$ cat src/pcomf_pkg.sv
// Package for the peer clock-offset min filter.
// Types, status codes and request codes shared by the core and its testbench.
// Depends on nothing.
package pcomf_pkg;

	localparam logic REQ_SAMPLE = 1'b0;
	localparam logic REQ_QUERY  = 1'b1;

	localparam logic [2:0] ST_STORED    = 3'd0;
	localparam logic [2:0] ST_BAD_MAGIC = 3'd1;
	localparam logic [2:0] ST_FULL      = 3'd2;
	localparam logic [2:0] ST_QUERY_OK  = 3'd3;
	localparam logic [2:0] ST_NO_PEERS  = 3'd4;

	localparam logic [63:0] POS_MAX64 = 64'h7FFF_FFFF_FFFF_FFFF;

	typedef struct packed {
		logic        req_type;
		logic [31:0] peer_ip;
		logic [31:0] magic;
		logic [63:0] remote_time;
		logic [63:0] local_time;
	} in_item_t;

	typedef struct packed {
		logic [2:0]  status;
		logic [63:0] peer_offset;
		logic [63:0] synced_time;
		logic [5:0]  peer_count;
	} out_item_t;

endpackage

$ cat src/pcomf_min_unit.sv
// Shared signed-minimum unit for the peer clock-offset min filter.
// One 64-bit compare per cycle; the sequencer in the core feeds it samples.
// Depends on pcomf_pkg.
module pcomf_min_unit (
	input  logic        clk,
	input  logic        start,
	input  logic        take,
	input  logic [63:0] sample,
	output logic [63:0] min_val
);

	logic [63:0] min_q;

	// restart at the largest positive value, fold one sample per take
	always_ff @(posedge clk) begin
		if (start) begin
			min_q <= pcomf_pkg::POS_MAX64;
		end else if (take && ($signed(sample) < $signed(min_q))) begin
			min_q <= sample;
		end
	end

	assign min_val = min_q;

endmodule

$ cat config.mk
export PLATFORM = sky130hd
export DESIGN_NAME = pcomf_min_unit
export DESIGN_NICKNAME = d
export VERILOG_FILES = /design/src/pcomf_pkg.sv /design/src/pcomf_min_unit.sv
export SDC_FILE = /design/constraint.sdc
export NUM_CORES = 1
export LEC_CHECK = 0
export BUFFER_PORTS_ARGS = -buffer_cell sky130_fd_sc_hd__buf_2
export CORE_UTILIZATION = 35
export DETAILED_ROUTE_END_ITERATION = 12
export PLACE_DENSITY = 0.55
export SETUP_SLACK_MARGIN = 0.3
export SLEW_MARGIN = 20
export SYNTH_ARGS = -nofsm -noshare
export SYNTH_HDL_FRONTEND = slang
export SYNTH_SLANG_ARGS = --single-unit
export TNS_END_PERCENT = 30
$ cat constraint.sdc
create_clock -name clk -period 3.55 [get_ports clk]
set_input_delay 0.5325 -clock clk [delete_from_list [all_inputs] [get_ports clk]]
set_output_delay 0.5325 -clock clk [all_outputs]
set_load 0.005 [all_outputs]
Word-level counts from Yosys, hierarchy flattened
Index checks and enable logic that the tools add are counted.
{"block": "word_totals", "in_bits": 67, "out_inout_bits": 64, "register_bits": 64, "wordCells": 3}
{"block": "op_classes", "order_cmp": 1, "n_reduce_logical": 1}
{"operator": "< comparator 64 bit", "n": 1}
{"operator": "logical AND 1 bit", "n": 1}

Depth between registers and ports, before layout
Gate-level depths: netlist (run 1).
{"block": "logic_depth", "depth_word": 2, "ltp_mapped": 12, "mapped_depth_nobuf": 10}

Worst setup path after synthesis (run 1)
No wires, ideal clock.
{"block": "synth_timing", "path_type": "input-to-reg", "from": "in sample[30]", "to": "reg min_q[0] (netlist: min_val[0])", "required_time_ns": 3.478, "slack_ns": 0.805, "setup_ns": 0.072, "path_buffers": 2, "t_arrival_ns": 2.674, "path_stages": 10, "cell_sequence": "ha_1 a21oi_1 nand2_1 a221oi_1 nand2_8 a211oi_2 mux2i_1 buf_6 buf_12 mux2i_1"}
{"block": "synth_between", "elab_chain_len": 2}
{"item": "from (decl)", "line": "pcomf_min_unit.sv:8", "rtl": "input logic [63:0] sample,"}
{"item": "< comparator 64 bit", "line": "pcomf_min_unit.sv:18", "rtl": "end else if (take && ($signed(sample) < $signed(min_q))) begin"}
{"item": "logical AND 1 bit", "line": "pcomf_min_unit.sv:18"}
{"item": "to (signal assigned)", "line": "pcomf_min_unit.sv:17", "rtl": "min_q <= pcomf_pkg::POS_MAX64;"}
{"item": "to (signal assigned)", "line": "pcomf_min_unit.sv:19", "rtl": "min_q <= sample;"}
{"item": "to (decl)", "line": "pcomf_min_unit.sv:12", "rtl": "logic [63:0] min_q;"}
No other way between the ends.
A chain may end at the register's enable or synchronous reset.

Worst setup path in the final report (run 1)
{"block": "layout_timing", "from": "reg min_q[61] (netlist: min_val[61])", "to": "reg min_q[30] (netlist: min_val[30])"}
{"block": "layout_between", "elab_chain_len": 2}
{"item": "< comparator 64 bit", "line": "pcomf_min_unit.sv:18"}
{"item": "logical AND 1 bit", "line": "pcomf_min_unit.sv:18"}
No other way between the ends.

==> results.py, run 1 <==
metrics = {
    "worst_setup_path": {
        "crit_arrival_ps": 3240,
        "end_kind": "flop",
        "path_class": "reg2reg",
        "worstPathMaxFanout": 29,
        "cpMaxStageDelayCell": "dfxtp_1",
        "cp_cell_sequence": "inv_1, ha_1, a21o_1, a21o_1, a221oi_1, o21ai_0, a31o_1, a211oi_2, mux2i_4, buf_12, buf_12, mux2i_1",
        "startpoint_type": "flop",
        "critical_path_required_ps": 3810,
        "slowest_delay_ps": 370,
    },
    "cells_and_area": {
        "layout_common_cells": "nor2_1 (132), buf_2 (129), inv_1 (64), mux2i_1 (64), dfxtp_1 (64)",
        "drive_above_1_share_pct": 24.5,
        "antenna_cells": 0,
        "largest_reg_flops": 64,
        "stdcell_count": 784,
        "final-seq-area_um2": 1280,
        "layout_commonest_cell": "nor2_1",
        "area_growth_pct": 24.6,
        "multi_input_area_um2": 2540,
        "final_nets": 766,
        "filler_cell_count": 1166,
    },
    "route": {
        "ant_nets": 0,
        "drtIter0Drc": 98,
        "wirelength_mm": 9.73,
        "wl_per_cell_um": 12.4,
        "drcViolationCount": 9,
        "first_pass_iters": 8,
        "vias": 3737,
        "avgViaCountPerCell": 4.77,
    },
    "synth": {
        "synth_area_um2": 4230,
        "yosys_warnings": 0,
        "ys_seq_area_share_pct": 30.3,
        "yosysUniqueCellTypes": 31,
        "synth-seq-cells": 64,
        "synth_fp_nets": 640,
        "syn-instance-count": 510,
        "synth_edf_count": 0,
        "synthFlopType": "dfxtp_1",
        "syn_area_per_cell_um2": 8.29,
        "synthArstFlopShare_pct": 0,
    },
    "cts": {
        "cts-buffers-inserted": 9,
        "clk_latency_ps": 330,
        "root_buffer": "clkbuf_16",
        "cts.clk_slew.worst_paths_ps": 50,
        "cts_max_path_buffers": 2,
        "htreeDepth": 3,
        "cts_tree": "built",
        "cts.sinks": 64,
        "postCtsHoldBufs": 0,
    },
    "timing": {
        "report.final.slew_viol_count": 0,
        "finalWorstPathRequiredPeriod_ps": 2980,
        "rsz0062_at_grt": "no",
        "fin_setup_tns_ps": 0,
        "hold_viol_final": 0,
        "tightest_slew_ps": 852,
        "max_freq_mhz": 336,
        "period_share_pct": 83.9,
        "relSlewSlack_pct": 43.2,
        "finalSetupViolations": 0,
        "finalClockSkew_ps": 5.35,
    },
    "grt": {
        "grt_pass1_vias": 3472,
        "grt_use_total_pct": 15.9,
        "antenna_found_initial": 0,
        "grt_pass1_wl_mm": 15.8,
        "grt-ovfl-total": 0,
        "grt_max_degree": 86,
    },
    "floorplan": {
        "start_util_pct": 36.4,
        "core_area_um2": 11600,
        "fp.dieH_um": 112,
        "rows": 39,
        "ioPinCount": 131,
        "die-area_um2": 12500,
        "die_w_um": 112,
    },
    "run_status": {
        "status": "finished, violations left",
        "violations": "design-rule violations",
    },
    "placement": {
        "dp_hpwl_mm": 7.33,
        "gp_congestion": 0.755,
        "io_buffer_count": 130,
        "place_inst": 766,
    },
    "power": {
        "power.leakage_nw": 2.92,
        "ir_worst_vdd_uv": 270,
        "power.density_nw_per_um2": 416,
    },
    "worst_hold_path": {
        "hold_path.class": "in2reg",
    },
    "run": {
        "maxCapViolCount": 0,
    },
}
[layout make-up]
cell class / count / share of cell area, %
flip-flops and latches: 64 / 24.3
clock buffers: 12 / 4.68
clock inverters: 4 / 0.380
well taps: 143 / 3.40
inverters: 64 / 4.56
multi-input cells: 361 / 48.1
repair buffers: 136 / 14.5
[worst max-delay path, delay by kind of cell (launching register included)]
kind                     cells  cell delay (ps)
AO/OA/AOI/OAI                6             1290
multiplexers                 2              510
buffers and inverters        3              430
flip-flops                   1              370
adder cells (fa/ha/maj)      1              300
[report_power, final]
group / total [W] / switching (W) / internal [W] / leakage (nW)
Combinational: 0.000550 / 0.000281 / 0.000268 / 2.26
Clock: 0.000801 / 0.000314 / 0.000486 / 0.136
Sequential: 0.000841 / 0.0000519 / 0.000789 / 0.527
[worst paths after layout]
kind / startpoint / to / slack (ps) / cells after the start
hold reg to reg: min_val[63]$_SDFFE_PP0P_ / min_val[63]$_SDFFE_PP0P_ / 490 / 2
hold / removal: sample[25] / min_val[25]$_SDFFE_PP1P_ / 480 / 3
setup / recovery: min_val[61]$_SDFFE_PP1P_ / min_val[30]$_SDFFE_PP1P_ / 570 / 12
setup reg to reg: min_val[61]$_SDFFE_PP1P_ / min_val[30]$_SDFFE_PP1P_ / 570 / 12
[per-stage QoR]
step	hold slack [ps]	area, µm²	setup WS, ps	utilization (%)	power (W)
floorplan	478	4230	805	-	0.00122
global placement	478	4960	297	42.7	0.00138
detailed placement	486	4960	230	42.7	0.00139
CTS	469	5220	461	45.0	0.00221
global route	478	5270	318	45.4	0.00233
finish	481	5270	571	45.4	0.00219
[Yosys cell counts (all sizes together) (2+ instances only)]
cell,number,area share [%]
clkbuf,14,1.2
buf,7,3.1
nand2b,4,0.77
nand3,6,0.71
a221oi,4,0.98
nand2,27,2.8
dfxtp,64,30
and4,3,0.62
a21oi,24,2.8
nor3,3,0.35
inv,64,5.7
mux2i,65,15
a211oi,2,0.59
nor2,132,12
a21o,4,0.71
nand4,5,0.74
ha,63,19
o21ai,12,1.5
[cells by family (layout without fill, tap and decap cells)]
logic type | after synthesis | count (layout) | share of synthesized area, %
AOI/OAI and AO/OA | 51 | 51 | 7.66
buffers and inverters | 85 | 216 | 10.0
DFF | 64 | 64 | 30.3
muxes | 65 | 65 | 15.4
adders and majority gates | 63 | 63 | 18.6
and+or+nand+nor | 182 | 182 | 18.0
[per-layer routing]
layer	GRT usage (%)	vias to the layer above	wire, µm
met4	6.04	0	145
met3	5.06	12	567
li1	-	1933	-
met2	27.6	84	4580
met5	0	-	0
met1	18.1	1708	4430
[timing repair]
| item | CTS | global route |
|---|---|---|
| endpoints found under the setup margin | 0 | 1 |
| buffers inserted | 0 | 1 |
| resized for setup | 0 | 0 |
Power figures use the tool's default switching activity.
==> run 2, diff against run 1 <==
==> constraint.sdc (replaced) <==
create_clock -name clk -period 3.02 [get_ports clk]
set_input_delay 0.453 -clock clk [delete_from_list [all_inputs] [get_ports clk]]
set_output_delay 0.453 -clock clk [all_outputs]
set_load 0.005 [all_outputs]
==> results.py, run 2 (synthesized netlist as in run 1, its figures left out) <==
metrics = {
    "worst_hold_path": {
        "hold_path.class": "in2reg",
        "whs_path_depth": 3,
        "hold_path_startpoint": "sample[44]",
        "hold_end": "min_val[44]$_SDFFE_PP1P_",
    },
    "placement": {
        "dp_hpwl_mm": 7.48,
        "gp_congestion": 0.776,
        "io_buffer_count": 130,
    },
    "timing": {
        "period_share_pct": 89.6,
        "tightest_slew_ps": 561,
        "max_freq_mhz": 369,
        "relSlewSlack_pct": 62.6,
        "finalWorstPathRequiredPeriod_ps": 2710,
        "report.final.slew_viol_count": 0,
        "hold_viol_final": 0,
        "whs_ps": 389,
        "finalClockSkew_ps": 4.11,
        "rsz0062_at_grt": "yes",
        "finalSetupViolations": 0,
    },
    "worst_setup_path": {
        "slowest_delay_ps": 350,
        "rrSetupSlack_ps": 310,
        "end_kind": "flop",
        "startpoint_type": "flop",
        "worstRegToRegCells": 12,
        "regToRegEndpoint": "min_val[21]$_SDFFE_PP1P_",
        "crit_arrival_ps": 2970,
        "worstPathMaxFanout": 8,
        "path_class": "reg2reg",
        "startpoint": "min_val[54]$_SDFFE_PP1P_",
        "crit_top_cell": "buf_12",
        "critical_path_required_ps": 3280,
        "cp_cell_sequence": "inv_1, ha_1, nand4_1, nor4_2, a22o_1, o31a_1, a211oi_4, mux2i_4, buf_12, buf_12, buf_16, mux2i_1",
        "reg2reg_from": "min_val[54]$_SDFFE_PP1P_",
        "cpMaxStageDelayCell": "mux2i_4",
    },
    "power": {
        "netSwitchingFraction_pct": 29.7,
        "combPwrFrac_pct": 29.1,
        "power.density_nw_per_um2": 489,
        "ir_worst_vdd_uv": 242,
        "power_switching_w": 0.000873,
        "p_int_w": 0.00206,
        "p_clk_share_pct": 37.0,
        "pwr-share-seq_pct": 34.0,
        "power.leakage_nw": 3.09,
    },
    "cells_and_area": {
        "largest_reg_flops": 64,
        "finish.utilization_pct": 51.7,
        "layout_common_cells": "nor2_1 (131), buf_2 (129), mux2i_1 (64), inv_1 (58), ha_1 (46)",
        "final_nets": 790,
        "antenna_cells": 0,
        "drive_above_1_share_pct": 40.9,
        "layout_commonest_cell": "nor2_1",
        "area_growth_pct": 41.9,
        "filler_cell_count": 1084,
    },
    "route": {
        "first_pass_iters": 8,
        "drcViolationCount": 9,
        "wl_met3_um": 624,
        "wl_met1_mm": 5.08,
        "met2_wirelength_mm": 5.12,
        "avgViaCountPerCell": 4.76,
        "wirelength_mm": 11.1,
        "drtIter0Drc": 106,
        "wl_per_cell_um": 13.7,
        "vias": 3843,
        "topRoutingLayerUsed": "met4",
        "ant_nets": 0,
    },
    "grt": {
        "grt_pass1_vias": 3846,
        "grt-ovfl-total": 0,
        "grt_max_degree": 55,
        "grt_use_total_pct": 18.5,
        "antenna_found_initial": 0,
        "grt_pass1_wl_mm": 17.9,
    },
    "cts": {
        "cts_tree": "built",
        "htreeDepth": 3,
        "cts.sinks": 64,
        "root_buffer": "clkbuf_16",
        "cts-buffers-inserted": 9,
        "cts.clk_slew.worst_paths_ps": 60,
        "clk_latency_ps": 340,
        "cts_max_path_buffers": 2,
    },
    "run_status": {
        "status": "finished, violations left",
        "violations": "design-rule violations",
    },
    "floorplan": {
        "fp.dieH_um": 112,
        "rows": 39,
        "core_area_um2": 11600,
        "start_util_pct": 36.4,
        "ioPinCount": 131,
        "die-area_um2": 12500,
        "die_w_um": 112,
    },
    "run": {
        "maxCapViolCount": 0,
    },
}
==> run 2: layer usage <==
| layer | track usage, % | vias to the layer above |
|---|---|---|
| met5 | 0 | - |
| met4 | 8.65 | 0 |
| met3 | 5.06 | 16 |
| met2 | 30.8 | 89 |
| met1 | 22.0 | 1750 |
| li1 | - | 1988 |
==> run 2: how the worst max path moves through the flow <==
stage	end	slack, ps	cells past startpoint
after floorplan	min_val[0]$_SDFFE_PP1P_	350	10
after global placement	min_val[58]$_SDFFE_PP1P_	-60	11
after detailed placement	min_val[4]$_SDFFE_PP1P_	-170	11
after CTS	min_val[15]$_SDFFE_PP1P_	260	11
after global routing	min_val[62]$_SDFFE_PP1P_	180	14
final	min_val[21]$_SDFFE_PP1P_	310	12
==> run 2: timing repair <==
action,in CTS,in global routing
gates resized for setup,62,44
hold endpoints to repair,0,0
gates cloned,4,1
hold buffers,0,0
pin swaps,21,11
setup endpoints to repair,64,64
setup buffers,13,3
==> run 2: per-stage QoR <==
| stage | instances | worst slack, ps | setup TNS (ps) | instance area [µm²] | power, W |
|---|---|---|---|---|---|
| 2_1_floorplan | 510 | 354 | 0 | 4230 | 0.00144 |
| 3_3_place_gp | 771 | -62.2 | -2370 | 4990 | 0.00163 |
| 3_5_place_dp | 771 | -165 | -7090 | 4990 | 0.00165 |
| 4_1_cts | 804 | 264 | 0 | 5820 | 0.00291 |
| 5_1_grt | 808 | 176 | 0 | 6000 | 0.00311 |
| 6_report | 808 | 313 | 0 | 6000 | 0.00293 |
==> run 2: final cells by class <==
cell class | count | area (µm²) | area share (%)
clock buffer | 11 | 253 | 4.21
sequential | 64 | 1330 | 22.1
timing repair buffer | 160 | 1070 | 17.8
inverter | 64 | 240 | 4.00
multi-input combinational | 361 | 2880 | 47.9
clock inverter | 5 | 55.1 | 0.917
tap | 143 | 179 | 2.98
==> run 2: critical path, delay by kind of cell, from the launching register on <==
| kind | cells | cell delay (ps) |
|---|---|---|
| adders and majority gates | 1 | 310 |
| muxes | 2 | 540 |
| AOI/OAI and AO/OA | 3 | 760 |
| buffers and inverters | 4 | 420 |
| and+or+nand+nor | 2 | 240 |
| DFF | 1 | 340 |
==> run 2: power by group through the flow <==
stage               clock (W)  combinational [W]  sequential (W)
floorplan                   0           0.000430         0.00101
global placement            0           0.000627         0.00100
detailed placement          0           0.000640         0.00101
CTS                   0.00111           0.000803        0.000991
global route          0.00115           0.000950         0.00101
finish                0.00108           0.000853        0.000997
==> run 3, diff against run 2 <==
--- a/config.mk
+++ b/config.mk
@@ -6,9 +6,9 @@
 export NUM_CORES = 1
 export LEC_CHECK = 0
 export BUFFER_PORTS_ARGS = -buffer_cell sky130_fd_sc_hd__buf_2
-export CORE_UTILIZATION = 35
+export CORE_UTILIZATION = 30
 export DETAILED_ROUTE_END_ITERATION = 12
-export PLACE_DENSITY = 0.55
+export PLACE_DENSITY = 0.49
 export SETUP_SLACK_MARGIN = 0.3
 export SLEW_MARGIN = 20
 export SYNTH_ARGS = -nofsm -noshare
==> results.py, run 3 (synthesized netlist as in run 1, its figures left out) <==
metrics = {
    "cts": {
        "cts_tree": "built",
        "root_buffer": "clkbuf_16",
        "postCtsHoldBufs": 0,
        "cts-buffers-inserted": 9,
        "cts_max_path_buffers": 2,
        "htreeDepth": 3,
        "clk_latency_ps": 330,
        "cts.clk_slew.worst_paths_ps": 50,
        "cts.sinks": 64,
    },
    "floorplan": {
        "ioPinCount": 131,
        "start_util_pct": 30.6,
        "core_area_um2": 13800,
        "fp.dieH_um": 121,
        "die_w_um": 121,
        "rows": 43,
        "die-area_um2": 14600,
    },
    "worst_setup_path": {
        "crit_arrival_ps": 3060,
        "cpMaxStageDelayCell": "dfxtp_2",
        "crit_family": "compound AO/OA/AOI/OAI gates",
        "worstPathMaxFanout": 8,
        "crit_buf_inv": 5,
        "startpoint_type": "flop",
        "critical_path_required_ps": 3270,
        "path_class": "reg2reg",
        "end_kind": "flop",
        "crit_top_cell": "o21ai_2",
        "cp_cell_sequence": "inv_2, ha_4, a21oi_2, o21ai_2, a221oi_2, buf_4, o21ai_2, a31o_1, a211oi_4, mux2i_4, buf_6, buf_16, buf_12, mux2i_2",
        "slowest_delay_ps": 340,
    },
    "timing": {
        "period_share_pct": 92.8,
        "whs_ps": 395,
        "report.final.slew_viol_count": 0,
        "finalWorstPathRequiredPeriod_ps": 2800,
        "max_freq_mhz": 357,
        "relSlewSlack_pct": 48.2,
        "rsz0062_at_grt": "yes",
        "tightest_slew_ps": 777,
        "finalClockSkew_ps": 4.60,
        "hold_viol_final": 0,
        "finalSetupViolations": 0,
    },
    "grt": {
        "grt_max_degree": 78,
        "grt_pass1_wl_mm": 16.7,
        "grt_use_total_pct": 14.8,
        "antenna_found_initial": 0,
        "grt-ovfl-total": 0,
        "grt_pass1_vias": 3609,
    },
    "power": {
        "ir_worst_vdd_uv": 196,
        "p_int_w": 0.00194,
        "power.density_nw_per_um2": 480,
        "power.leakage_nw": 3.03,
        "power_switching_w": 0.000808,
        "p_clk_share_pct": 36.2,
        "netSwitchingFraction_pct": 29.4,
        "fin_total_pwr_w": 0.00274,
        "combPwrFrac_pct": 27.7,
        "pwr-share-seq_pct": 36.1,
    },
    "cells_and_area": {
        "layout_commonest_cell": "nor2_1",
        "layout_common_cells": "nor2_1 (131), buf_2 (129), inv_1 (61), mux2i_1 (61), ha_1 (57)",
        "finish.utilization_pct": 41.4,
        "final_nets": 781,
        "antenna_cells": 0,
        "largest_reg_flops": 64,
        "drive_above_1_share_pct": 33.1,
        "area_growth_pct": 35.3,
        "filler_cell_count": 1410,
    },
    "route": {
        "avgViaCountPerCell": 4.56,
        "met2_wirelength_mm": 4.76,
        "ant_nets": 0,
        "drcViolationCount": 0,
        "wl_per_cell_um": 12.5,
        "wl_met1_mm": 4.90,
        "wl_met3_um": 584,
        "topRoutingLayerUsed": "met4",
        "drtIter0Drc": 137,
        "vias": 3813,
        "wirelength_mm": 10.5,
        "first_pass_iters": 5,
    },
    "placement": {
        "io_buffer_count": 130,
        "gp_congestion": 0.762,
        "dp_hpwl_mm": 7.76,
    },
    "run": {
        "maxCapViolCount": 0,
    },
    "worst_hold_path": {
        "hold_path.class": "in2reg",
    },
    "run_status": {
        "status": "complete, no violations",
    },
}
run 3: through the flow:
stage | instance area [µm²] | TNS (ps) | cells | setup WS [ps]
after floorplan | 4230 | 0 | 510 | 354
after global placement | 5100 | -5880 | 811 | -106
after detailed placement | 5100 | -10680 | 811 | -206
after CTS | 5580 | 0 | 835 | 97.9
after global routing | 5720 | 0 | 836 | 82.4
final | 5720 | 0 | 836 | 218
run 3: final timing paths:
kind | startpoint | slack [ps] | depth (start not counted) | to
hold / removal | sample[21] | 400 | 3 | min_val[21]$_SDFFE_PP1P_
setup reg to reg | min_val[35]$_SDFFE_PP1P_ | 220 | 14 | min_val[0]$_SDFFE_PP1P_
setup / recovery | min_val[35]$_SDFFE_PP1P_ | 220 | 14 | min_val[0]$_SDFFE_PP1P_
hold reg to reg | min_val[63]$_SDFFE_PP0P_ | 510 | 2 | min_val[63]$_SDFFE_PP0P_
run 3: layer usage:
metal	track usage [%]	vias to the layer above
met4	7.02	0
met3	3.96	13
met5	0	-
li1	-	1963
met1	17.8	1749
met2	24.5	88
run 3: power by group through the flow:
stage          Clock, W  Combinational, W  Sequential [W]
2_1_floorplan         0          0.000430         0.00101
3_3_place_gp          0          0.000657         0.00100
3_5_place_dp          0          0.000669         0.00101
4_1_cts         0.00103          0.000734        0.000990
5_1_grt         0.00107          0.000856         0.00100
6_report       0.000993          0.000760        0.000991
run 3: area by class of cell:
type | instances | area [µm²] | share of cell area (%)
clock buffer | 13 | 270 | 4.72
clock inverter | 3 | 15.0 | 0.262
sequential | 64 | 1300 | 22.7
inverter | 64 | 240 | 4.20
timing repair buffer | 151 | 951 | 16.6
multi-input combinational | 361 | 2720 | 47.6
tap | 180 | 225 | 3.94
run 3: tightest hold or removal path, stage by stage:
cell and delay (ps):
buf_2 90, nor2_1 40, mux2i_1 100
run 3: what timing repair did:
action	CTS	global route
buffers inserted	6	0
gates cloned	2	1
gates resized for setup	23	32
setup endpoints to repair	64	64
pin swaps	10	12
